<file path="config.mk">
export PLATFORM = sky130hd
export DESIGN_NAME = motor_speed_sequencer_core
export DESIGN_NICKNAME = d
export VERILOG_FILES = /design/src/sv/mss_pkg.sv /design/src/sv/mss_ram.sv /design/src/sv/mss_front.sv /design/src/sv/mss_queue.sv /design/src/sv/mss_back.sv /design/src/sv/motor_speed_sequencer_core.sv
export SDC_FILE = /design/constraint.sdc
export NUM_CORES = 2
export LEC_CHECK = 0
export BUFFER_PORTS_ARGS = -buffer_cell sky130_fd_sc_hd__buf_2
export CORE_ASPECT_RATIO = 2
export CORE_MARGIN = 2
export CORE_UTILIZATION = 37
export DETAILED_ROUTE_END_ITERATION = 16
export HOLD_SLACK_MARGIN = 0.15
export SLEW_MARGIN = 5
export SYNTH_ARGS = -nofsm -noshare
export SYNTH_HDL_FRONTEND = slang
export SYNTH_SLANG_ARGS = --single-unit
</file>
<file path="constraint.sdc">
create_clock -name clk_i -period 8.55 [get_ports clk_i]
set_clock_uncertainty 0.05 [all_clocks]
set_input_delay 1.2825 -clock clk_i [delete_from_list [all_inputs] [get_ports clk_i]]
set_output_delay 1.2825 -clock clk_i [all_outputs]
set_load 0.02 [all_outputs]
</file>
<file path="src/sv/mss_pkg.sv">
// ----------------------------------------------------------------------------
// mss_pkg
// Types, codes and constants shared by the motor speed sequencer modules.
// ----------------------------------------------------------------------------
package mss_pkg;

  localparam int unsigned PROGRAM_DEPTH_DEF = 64;
  localparam int unsigned SPEED_W           = 8;
  localparam int unsigned LEN_W             = 16;
  localparam int unsigned OP_W              = 4;
  localparam int unsigned COUNT_OUT_W       = 7;
  localparam int unsigned QUEUE_DEPTH       = 2;
  localparam int unsigned S_TDATA_W         = 32;
  localparam int unsigned M_TDATA_W         = 40;
  localparam int unsigned CFG_IDX_W         = 1;

  localparam logic [SPEED_W-1:0] MIN_SPEED_RST = 8'd60;
  localparam logic [SPEED_W-1:0] MAX_SPEED_RST = 8'd255;

  localparam logic [CFG_IDX_W-1:0] CFG_MIN_SPEED = 1'b0;
  localparam logic [CFG_IDX_W-1:0] CFG_MAX_SPEED = 1'b1;

  localparam logic [OP_W-1:0] OP_TICK   = 4'd0;
  localparam logic [OP_W-1:0] OP_SET    = 4'd1;
  localparam logic [OP_W-1:0] OP_TIMED  = 4'd2;
  localparam logic [OP_W-1:0] OP_LIMITS = 4'd3;
  localparam logic [OP_W-1:0] OP_LED    = 4'd4;
  localparam logic [OP_W-1:0] OP_CLEAR  = 4'd5;
  localparam logic [OP_W-1:0] OP_ADD    = 4'd6;
  localparam logic [OP_W-1:0] OP_START  = 4'd7;
  localparam logic [OP_W-1:0] OP_STOP   = 4'd8;

  typedef enum logic [1:0] {
    MODE_OFF     = 2'd0,
    MODE_SPEED   = 2'd1,
    MODE_TIMED   = 2'd2,
    MODE_PROGRAM = 2'd3
  } mode_e;

  typedef enum logic [3:0] {
    KIND_TICK,
    KIND_SET,
    KIND_TIMED,
    KIND_LIMITS,
    KIND_LED,
    KIND_CLEAR,
    KIND_ADD,
    KIND_START,
    KIND_STOP,
    KIND_NONE
  } kind_e;

  typedef struct packed {
    kind_e              kind;
    logic [SPEED_W-1:0] speed;
    logic [LEN_W-1:0]   len;
    logic               led;
  } item_t;

  typedef struct packed {
    logic [SPEED_W-1:0] speed_min;
    logic [SPEED_W-1:0] speed_max;
  } limits_t;

  typedef struct packed {
    logic [LEN_W-1:0]   len;
    logic [SPEED_W-1:0] speed;
  } entry_t;

  typedef struct packed {
    logic [SPEED_W-1:0]     duty;
    logic                   led;
    mode_e                  mode;
    logic [COUNT_OUT_W-1:0] count;
    logic                   reply;
    logic [SPEED_W-1:0]     reply_min;
    logic [SPEED_W-1:0]     reply_max;
  } result_t;

endpackage

</file>
<file path="src/sv/mss_ram.sv">
// ----------------------------------------------------------------------------
// mss_ram
// Generic single write port RAM with one registered read port.
// ----------------------------------------------------------------------------
module mss_ram #(
  parameter int unsigned WIDTH = 24,
  parameter int unsigned DEPTH = 64
) (
  input  logic                     clk_i,
  input  logic                     we_i,
  input  logic [$clog2(DEPTH)-1:0] waddr_i,
  input  logic [WIDTH-1:0]         wdata_i,
  input  logic [$clog2(DEPTH)-1:0] raddr_i,
  output logic [WIDTH-1:0]         rdata_o
);

  logic [WIDTH-1:0] mem_q [DEPTH];
  logic [WIDTH-1:0] rdata_q;

  always_ff @(posedge clk_i) begin
    if (we_i) begin
      mem_q[waddr_i] <= wdata_i;
    end
    rdata_q <= mem_q[raddr_i];
  end

  assign rdata_o = rdata_q;

endmodule

</file>
<file path="src/sv/mss_front.sv">
// ----------------------------------------------------------------------------
// mss_front
// Speed limits, command decode, out-of-range speed zeroing ahead of the queue.
// ----------------------------------------------------------------------------
module mss_front (
  input  logic                          clk_i,
  input  logic                          rst_ni,
  input  logic                          cfg_valid_i,
  output logic                          cfg_ready_o,
  input  logic [mss_pkg::CFG_IDX_W-1:0] cfg_index_i,
  input  logic [mss_pkg::SPEED_W-1:0]   cfg_data_i,
  input  logic                          in_valid_i,
  output logic                          in_ready_o,
  input  logic [mss_pkg::OP_W-1:0]      op_i,
  input  logic [mss_pkg::SPEED_W-1:0]   speed_req_i,
  input  logic [mss_pkg::LEN_W-1:0]     run_length_i,
  input  logic                          led_on_i,
  input  logic                          full_i,
  output logic                          push_o,
  output mss_pkg::item_t                item_o,
  output mss_pkg::limits_t              limits_o
);
  import mss_pkg::*;

  logic [SPEED_W-1:0] min_q, max_q;
  kind_e              kind;
  logic               in_range;

  assign cfg_ready_o = 1'b1;

  always_ff @(posedge clk_i or negedge rst_ni) begin
    if (!rst_ni) begin
      min_q <= MIN_SPEED_RST;
      max_q <= MAX_SPEED_RST;
    end else if (cfg_valid_i) begin
      unique case (cfg_index_i)
        CFG_MIN_SPEED: min_q <= cfg_data_i;
        CFG_MAX_SPEED: max_q <= cfg_data_i;
        default: ;
      endcase
    end
  end

  always_comb begin
    unique case (op_i)
      OP_TICK:   kind = KIND_TICK;
      OP_SET:    kind = KIND_SET;
      OP_TIMED:  kind = KIND_TIMED;
      OP_LIMITS: kind = KIND_LIMITS;
      OP_LED:    kind = KIND_LED;
      OP_CLEAR:  kind = KIND_CLEAR;
      OP_ADD:    kind = KIND_ADD;
      OP_START:  kind = KIND_START;
      OP_STOP:   kind = KIND_STOP;
      default:   kind = KIND_NONE;
    endcase
  end

  assign in_range = (speed_req_i >= min_q) && (speed_req_i <= max_q);

  assign in_ready_o  = !full_i;
  assign push_o      = in_valid_i && !full_i;
  assign item_o.kind  = kind;
  assign item_o.speed = in_range ? speed_req_i : '0;
  assign item_o.len   = run_length_i;
  assign item_o.led   = led_on_i;

  assign limits_o.speed_min = min_q;
  assign limits_o.speed_max = max_q;

endmodule

</file>
<file path="src/sv/mss_queue.sv">
// ----------------------------------------------------------------------------
// mss_queue
// Short command queue between the decode front and the execution back end.
// ----------------------------------------------------------------------------
module mss_queue (
  input  logic           clk_i,
  input  logic           rst_ni,
  input  logic           push_i,
  input  mss_pkg::item_t item_i,
  output logic           full_o,
  input  logic           pop_i,
  output logic           empty_o,
  output mss_pkg::item_t item_o
);
  import mss_pkg::*;

  localparam int unsigned PTR_W = $clog2(QUEUE_DEPTH);
  localparam int unsigned CNT_W = $clog2(QUEUE_DEPTH + 1);

  item_t            mem_q [QUEUE_DEPTH];
  logic [PTR_W-1:0] wr_q, wr_d, rd_q, rd_d;
  logic [CNT_W-1:0] cnt_q, cnt_d;

  assign full_o  = (cnt_q == CNT_W'(QUEUE_DEPTH));
  assign empty_o = (cnt_q == '0);
  assign item_o  = mem_q[rd_q];

  always_comb begin
    wr_d  = wr_q;
    rd_d  = rd_q;
    cnt_d = cnt_q;
    if (push_i) begin
      wr_d = (wr_q == PTR_W'(QUEUE_DEPTH - 1)) ? '0 : wr_q + PTR_W'(1);
    end
    if (pop_i) begin
      rd_d = (rd_q == PTR_W'(QUEUE_DEPTH - 1)) ? '0 : rd_q + PTR_W'(1);
    end
    if (push_i && !pop_i) begin
      cnt_d = cnt_q + CNT_W'(1);
    end else if (pop_i && !push_i) begin
      cnt_d = cnt_q - CNT_W'(1);
    end
  end

  always_ff @(posedge clk_i or negedge rst_ni) begin
    if (!rst_ni) begin
      wr_q  <= '0;
      rd_q  <= '0;
      cnt_q <= '0;
    end else begin
      wr_q  <= wr_d;
      rd_q  <= rd_d;
      cnt_q <= cnt_d;
    end
  end

  always_ff @(posedge clk_i) begin
    if (push_i) begin
      mem_q[wr_q] <= item_i;
    end
  end

endmodule

</file>
<file path="src/sv/mss_back.sv">
// ----------------------------------------------------------------------------
// mss_back
// Executes queued commands on the duty, mode and program state and registers
// one result beat per command.
// ----------------------------------------------------------------------------
module mss_back #(
  parameter int unsigned PROGRAM_DEPTH = mss_pkg::PROGRAM_DEPTH_DEF
) (
  input  logic             clk_i,
  input  logic             rst_ni,
  input  logic             empty_i,
  input  mss_pkg::item_t   item_i,
  output logic             pop_o,
  input  mss_pkg::limits_t limits_i,
  output logic             out_valid_o,
  input  logic             out_ready_i,
  output mss_pkg::result_t result_o
);
  import mss_pkg::*;

  localparam int unsigned AW = $clog2(PROGRAM_DEPTH);
  localparam int unsigned CW = $clog2(PROGRAM_DEPTH + 1);
  localparam int unsigned EW = $bits(entry_t);

  logic [SPEED_W-1:0] duty_q, duty_d;
  logic [LEN_W-1:0]   ticks_q, ticks_d;
  mode_e              mode_q, mode_d;
  logic [CW-1:0]      step_q, step_d;
  logic [CW-1:0]      count_q, count_d;
  logic               led_q, led_d;
  entry_t             first_q, first_d;
  logic               out_valid_q;
  result_t            result_q, result_d;

  entry_t             new_entry, next_entry;
  logic [EW-1:0]      rdata;
  logic               we;
  logic               editable;

  assign pop_o     = !empty_i && (!out_valid_q || out_ready_i);
  assign new_entry = '{len: item_i.len, speed: item_i.speed};
  assign next_entry = entry_t'(rdata);
  assign editable  = (mode_q != MODE_PROGRAM);

  mss_ram #(
    .WIDTH(EW),
    .DEPTH(PROGRAM_DEPTH)
  ) u_store (
    .clk_i  (clk_i),
    .we_i   (we),
    .waddr_i(count_q[AW-1:0]),
    .wdata_i(new_entry),
    .raddr_i(step_d[AW-1:0]),
    .rdata_o(rdata)
  );

  always_comb begin
    duty_d  = duty_q;
    ticks_d = ticks_q;
    mode_d  = mode_q;
    step_d  = step_q;
    count_d = count_q;
    led_d   = led_q;
    first_d = first_q;
    we      = 1'b0;
    if (pop_o) begin
      case (item_i.kind)
        KIND_TICK: begin
          if (mode_q == MODE_TIMED) begin
            if (ticks_q == '0) begin
              duty_d = '0;
            end else begin
              ticks_d = ticks_q - LEN_W'(1);
            end
          end else if (mode_q == MODE_PROGRAM) begin
            if (ticks_q != '0) begin
              ticks_d = ticks_q - LEN_W'(1);
            end else if (step_q < count_q) begin
              duty_d  = next_entry.speed;
              ticks_d = next_entry.len;
              step_d  = step_q + CW'(1);
            end
          end
        end
        KIND_SET: begin
          mode_d = MODE_SPEED;
          duty_d = item_i.speed;
        end
        KIND_TIMED: begin
          mode_d  = MODE_TIMED;
          duty_d  = item_i.speed;
          ticks_d = item_i.len;
        end
        KIND_LED: led_d = item_i.led;
        KIND_CLEAR: begin
          if (editable) begin
            count_d = '0;
          end
        end
        KIND_ADD: begin
          if (editable && (count_q < CW'(PROGRAM_DEPTH))) begin
            we      = 1'b1;
            count_d = count_q + CW'(1);
            if (count_q == '0) begin
              first_d = new_entry;
            end
          end
        end
        KIND_START: begin
          if (editable && (count_q != '0)) begin
            mode_d  = MODE_PROGRAM;
            duty_d  = first_q.speed;
            ticks_d = first_q.len;
            step_d  = CW'(1);
          end
        end
        KIND_STOP: begin
          mode_d = MODE_SPEED;
          duty_d = '0;
        end
        default: ;
      endcase
    end
  end

  always_comb begin
    result_d.duty      = duty_d;
    result_d.led       = led_d;
    result_d.mode      = mode_d;
    result_d.count     = COUNT_OUT_W'(count_d);
    result_d.reply     = (item_i.kind == KIND_LIMITS);
    result_d.reply_min = (item_i.kind == KIND_LIMITS) ? limits_i.speed_min : '0;
    result_d.reply_max = (item_i.kind == KIND_LIMITS) ? limits_i.speed_max : '0;
  end

  always_ff @(posedge clk_i or negedge rst_ni) begin
    if (!rst_ni) begin
      duty_q      <= '0;
      ticks_q     <= '0;
      mode_q      <= MODE_OFF;
      step_q      <= '0;
      count_q     <= '0;
      led_q       <= 1'b0;
      out_valid_q <= 1'b0;
    end else begin
      duty_q  <= duty_d;
      ticks_q <= ticks_d;
      mode_q  <= mode_d;
      step_q  <= step_d;
      count_q <= count_d;
      led_q   <= led_d;
      if (pop_o) begin
        out_valid_q <= 1'b1;
      end else if (out_ready_i) begin
        out_valid_q <= 1'b0;
      end
    end
  end

  always_ff @(posedge clk_i) begin
    first_q <= first_d;
    if (pop_o) begin
      result_q <= result_d;
    end
  end

  assign out_valid_o = out_valid_q;
  assign result_o    = result_q;

endmodule

</file>
<file path="src/sv/motor_speed_sequencer_core.sv">
// a taken input beat is queued, then the back end registers its result beat
// throughput: one command or tick per cycle when not stalled, held by the single
// back end execution stage that reads the program store once per cycle
// the next program entry is prefetched from the store's registered read port
// reset clears duty, mode, counts, led and limits (60 and 255) at once;
// program store contents are undefined until written
// ----------------------------------------------------------------------------
// motor_speed_sequencer_core
// PWM speed sequencer: fixed, timed and programmed duty from commands and ticks.
// ----------------------------------------------------------------------------
module motor_speed_sequencer_core #(
  parameter int unsigned PROGRAM_DEPTH = mss_pkg::PROGRAM_DEPTH_DEF
) (
  input  logic                          clk_i,
  input  logic                          rst_ni,
  input  logic                          cfg_valid_i,
  output logic                          cfg_ready_o,
  input  logic [mss_pkg::CFG_IDX_W-1:0] cfg_index_i,
  input  logic [mss_pkg::SPEED_W-1:0]   cfg_data_i,
  input  logic                          s_axis_tvalid,
  output logic                          s_axis_tready,
  // speed_req, run_length, led_on, zero padding
  input  logic [mss_pkg::S_TDATA_W-1:0] s_axis_tdata,
  // op
  input  logic [mss_pkg::OP_W-1:0]      s_axis_tuser,
  output logic                          m_axis_tvalid,
  input  logic                          m_axis_tready,
  // duty, led_level, mode_now, program_count, reply_min, reply_max, zero padding
  output logic [mss_pkg::M_TDATA_W-1:0] m_axis_tdata,
  // reply_valid
  output logic                          m_axis_tuser
);
  import mss_pkg::*;

  item_t   push_item, pop_item;
  limits_t limits;
  result_t res;
  logic    push, pop, full, empty;

  mss_front u_front (
    .clk_i       (clk_i),
    .rst_ni      (rst_ni),
    .cfg_valid_i (cfg_valid_i),
    .cfg_ready_o (cfg_ready_o),
    .cfg_index_i (cfg_index_i),
    .cfg_data_i  (cfg_data_i),
    .in_valid_i  (s_axis_tvalid),
    .in_ready_o  (s_axis_tready),
    .op_i        (s_axis_tuser),
    .speed_req_i (s_axis_tdata[SPEED_W-1:0]),
    .run_length_i(s_axis_tdata[SPEED_W+LEN_W-1:SPEED_W]),
    .led_on_i    (s_axis_tdata[SPEED_W+LEN_W]),
    .full_i      (full),
    .push_o      (push),
    .item_o      (push_item),
    .limits_o    (limits)
  );

  mss_queue u_queue (
    .clk_i  (clk_i),
    .rst_ni (rst_ni),
    .push_i (push),
    .item_i (push_item),
    .full_o (full),
    .pop_i  (pop),
    .empty_o(empty),
    .item_o (pop_item)
  );

  mss_back #(
    .PROGRAM_DEPTH(PROGRAM_DEPTH)
  ) u_back (
    .clk_i      (clk_i),
    .rst_ni     (rst_ni),
    .empty_i    (empty),
    .item_i     (pop_item),
    .pop_o      (pop),
    .limits_i   (limits),
    .out_valid_o(m_axis_tvalid),
    .out_ready_i(m_axis_tready),
    .result_o   (res)
  );

  assign m_axis_tdata = M_TDATA_W'({res.reply_max, res.reply_min, res.count,
                                    res.mode, res.led, res.duty});
  assign m_axis_tuser = res.reply;

endmodule

</file>
==> results.sh <==
export IMPL_drc_errors=0
export IMPL_dpl_worst_slack_ns=2.422
export IMPL_synth_area_um2=69890
export IMPL_holdBufCountCts=0
export IMPL_yosys_warnings=0
export IMPL_synth_area_leader_cell="edfxtp_1"
export IMPL_via_per_inst=5.631
export IMPL_ys_seq_area_share_pct=73.95
export IMPL_peakVddDrop_uv=247.4
export IMPL_cts_resized=0
export IMPL_worstMarginPinSlew_ns=1.404
export IMPL_cts_htree_levels=4
export IMPL_routedWlPerCell_um=26.93
export IMPL_syn_avg_cell_area_um2=13.37
export IMPL_synth_area_leaders="edfxtp_1 (71%), nand2_1 (7.2%), nand3_1 (2.8%)"
export IMPL_hp_class="reg -> reg"
export IMPL_die_area_um2=192600
export IMPL_numPortBuffers=79
export IMPL_gp_congestion=0.9032
export IMPL_hold_viol=0
export IMPL_core_area_um2=187800
export IMPL_async_flop_share_pct=3.565
export IMPL_yosysUniqueCellTypes=84
export IMPL_crit_type="reg -> reg"
export IMPL_layout_cells_non_filler=7858
export IMPL_cts_clk_slew_worst_paths_ns=0.07
export IMPL_drt_pass1_iterations=6
export IMPL_routed_wl_um=211600
export IMPL_setup_tns_ns=0
export IMPL_grt_max_degree=141
export IMPL_cts_made_buffers=152
export IMPL_finalWorstSetupSlack_ns=2.363
export IMPL_setup_violations=0
export IMPL_overflow=0
export IMPL_clkLatencyLatePin_ns=0.82
export IMPL_row_count=225
export IMPL_rr_startpoint="u_queue.rd_q"
export IMPL_initial_utilization_pct=37.22
export IMPL_ant_nets=0
export IMPL_ys_flop_type="edfxtp_1"
export IMPL_synth_top_cell_area_share_pct=71.02
export IMPL_pin_count=94
export IMPL_antenna_found_initial=7
export IMPL_vias=44250
export IMPL_cp_start_kind="register"
export IMPL_drt_iter0_drc=4494
export IMPL_cp_arrival_ns=6.89
export IMPL_layout_drive_gt1_share_pct=10.91
export IMPL_final_nets=5331
export IMPL_p_per_area_nw_per_um2=282.1
export IMPL_grt_setup_unrepaired="false"
export IMPL_leakage_uw=0.02578
export IMPL_hp_start="u_back.out_valid_o"
export IMPL_first_global_vias=43350
export IMPL_place_inst=7596
export IMPL_startpoint="u_queue.rd_q"
export IMPL_fmax_mhz=161.6
export IMPL_grt_pass1_wl_um=300400
export IMPL_cts_buffer_depth=4
export IMPL_fin_crit_sh_pct=72.37
export IMPL_final_min_clock_period_ns=6.187
export IMPL_use_met2_pct=37.98
export IMPL_syn_inst=5227
export IMPL_grtUsageMet1_pct=22.73
export IMPL_top_usage_layer="met2"
export IMPL_path_max_fanout=80
export IMPL_clock_sinks=1739
export IMPL_clock_root_buffer="clkbuf_16"
export IMPL_use_met3_pct=2.594
export IMPL_track_usage_pct=21.40
export IMPL_post_cts_buffers=0
export IMPL_dpl_hpwl_um=121800
export IMPL_max_cap_violations=0
export IMPL_status="complete, no violations"
export IMPL_cts_tree="yes"
export IMPL_fp_dieH_um=618.6
export IMPL_worstPathRequired_ns=9.26
export IMPL_synth_edff_count=1653
export IMPL_post_route_util_pct=41.52
export IMPL_drv_slew=0
export IMPL_ys_ff_latch=1739
export IMPL_max_slew_margin_pct=5.789
export IMPL_areaGrowthSynthToFinish_pct=11.55
export IMPL_dieWidth_um=311.3
export IMPL_critPathCaptureType="register"
## cells in the mapped netlist (25+ instances only)
| cell type | number |
|---|---|
| edfxtp_1 | 1653 |
| buf_4 | 32 |
| nand4_1 | 30 |
| and2_1 | 28 |
| and3_1 | 148 |
| ha_1 | 28 |
| o21ai_0 | 80 |
| mux2_2 | 34 |
| nor2_1 | 134 |
| nand3_1 | 394 |
| inv_1 | 32 |
| buf_2 | 160 |
| buf_1 | 25 |
| a311oi_1 | 98 |
| a211oi_1 | 156 |
| clkbuf_1 | 130 |
| a21oi_1 | 158 |
| dfrtp_1 | 50 |
| nand2_1 | 1344 |
| a2111oi_0 | 34 |
| a32oi_1 | 26 |
| a31oi_1 | 164 |
| mux2i_1 | 35 |
## kinds of logic (layout without fill, tap and decap cells)
kind of cell    Yosys count  count (layout)  share of synthesized area, %
simple gates           2141            2141                         13.29
flops                  1739            1739                         73.95
compound gates          832             832                         8.212
buf+inv                 397             519                         2.743
mux                      69              69                         1.049
fa+ha+maj                28              28                        0.5013
xor+xnor                 19              19                        0.2381
other cells               2              14                       0.01075
## power breakdown
part           total [uW]  leakage (uW)  switching, uW  internal (uW)
logic                4400       0.00761           3450            950
registers           10900        0.0159            198          10700
clock network        6730       0.00227           3040           3690
total               22000        0.0258           6690          15300
## worst max-delay path, stage by stage, from the launching register on
cell and delay [ns]:
dfrtp_1 0.33, buf_4 0.41, or3b_2 0.52, a2bb2oi_2 0.41, nand2_1 0.35, nand2_1 0.31
o221a_4 0.38, buf_4 0.78, buf_4 0.78, a211oi_1 0.09, a31oi_1 0.23, o22ai_1 0.15
a311oi_1 0.90, nand3_1 0.26, nand2_1 0.11
## worst paths after layout
path / to / slack [ns] / cells past startpoint
hold / removal: u_back.out_valid_o / 0.46 / 2
setup / recovery: u_back.u_store.rdata_o[17] / 2.36 / 14
max in group asynchronous: u_back.ticks_q[11] / 7.17 / 1
min in group asynchronous: u_front.min_q[0] / 0.58 / 1
hold reg to reg: u_back.out_valid_o / 0.46 / 2
setup reg to reg: u_back.u_store.rdata_o[17] / 2.36 / 14
## placed cells by master (no fill, tap or decap), drive strengths merged, types with 13 or more instances in the layout
| cell type | count |
|---|---|
| xnor2 | 14 |
| nand2 | 1346 |
| a311oi | 98 |
| buf | 228 |
| ha | 28 |
| bufinv | 13 |
| dfxtp | 24 |
| dfrtp | 50 |
| nand4 | 32 |
| clkbuf | 184 |
| nand3 | 396 |
| a31oi | 165 |
| a211oi | 157 |
| mux2i | 35 |
| and3 | 148 |
| mux2 | 34 |
| edfxtp | 1653 |
| clkinv | 51 |
| a32oi | 26 |
| a2111oi | 46 |
| inv | 37 |
| a21oi | 158 |
| a221oi | 17 |
| nor2 | 136 |
| o22ai | 24 |
| o21ai | 101 |
| and2 | 30 |
## per-layer routing
layer / part of all wire [%] / wire length (um)
met1: 34 / 71510
met2: 51 / 108000
met3: 5.7 / 12050
met4: 9.5 / 20030
met5: 0.013 / 27
## layout make-up
cell class,instances,area (um^2)
fill,17000,109800
inverter,36,160.2
multi-input combinational,3096,16600
antenna,7,17.52
clock buffer,184,3955
sequential,1739,51680
clock inverter,71,701.9
tap,2497,3124
timing repair buffer,228,1717
## flip-flops by register name, indices dropped and copies added (netlist names)
name / flops
u_back.u_store.mem_q: 1536
u_back.result_o: 35
u_back.step_q: 7
u_back.led_q: 1
u_back.ticks_q: 16
u_queue.cnt_q: 2
u_back.out_valid_o: 1
u_front.max_q: 8
u_back.duty_q: 8
u_queue.wr_q: 1
u_queue.rd_q: 1
u_front.min_q: 8
u_queue.mem_q: 58
u_back.count_q: 7
u_back.mode_q: 2
u_back.first_q: 24
u_back.u_store.rdata_o: 24
## per-stage QoR
step / hold slack (ns) / power (uW) / cell area (um^2)
floorplan: 0.4060 / 13350 / 69910
global placement: 0.4290 / 15330 / 73280
detailed placement: 0.4399 / 15430 / 73280
CTS: 0.4463 / 22070 / 77940
global route: 0.4760 / 22620 / 77940
finish: 0.4552 / 22000 / 77960
(Power assumes the default switching activity.)
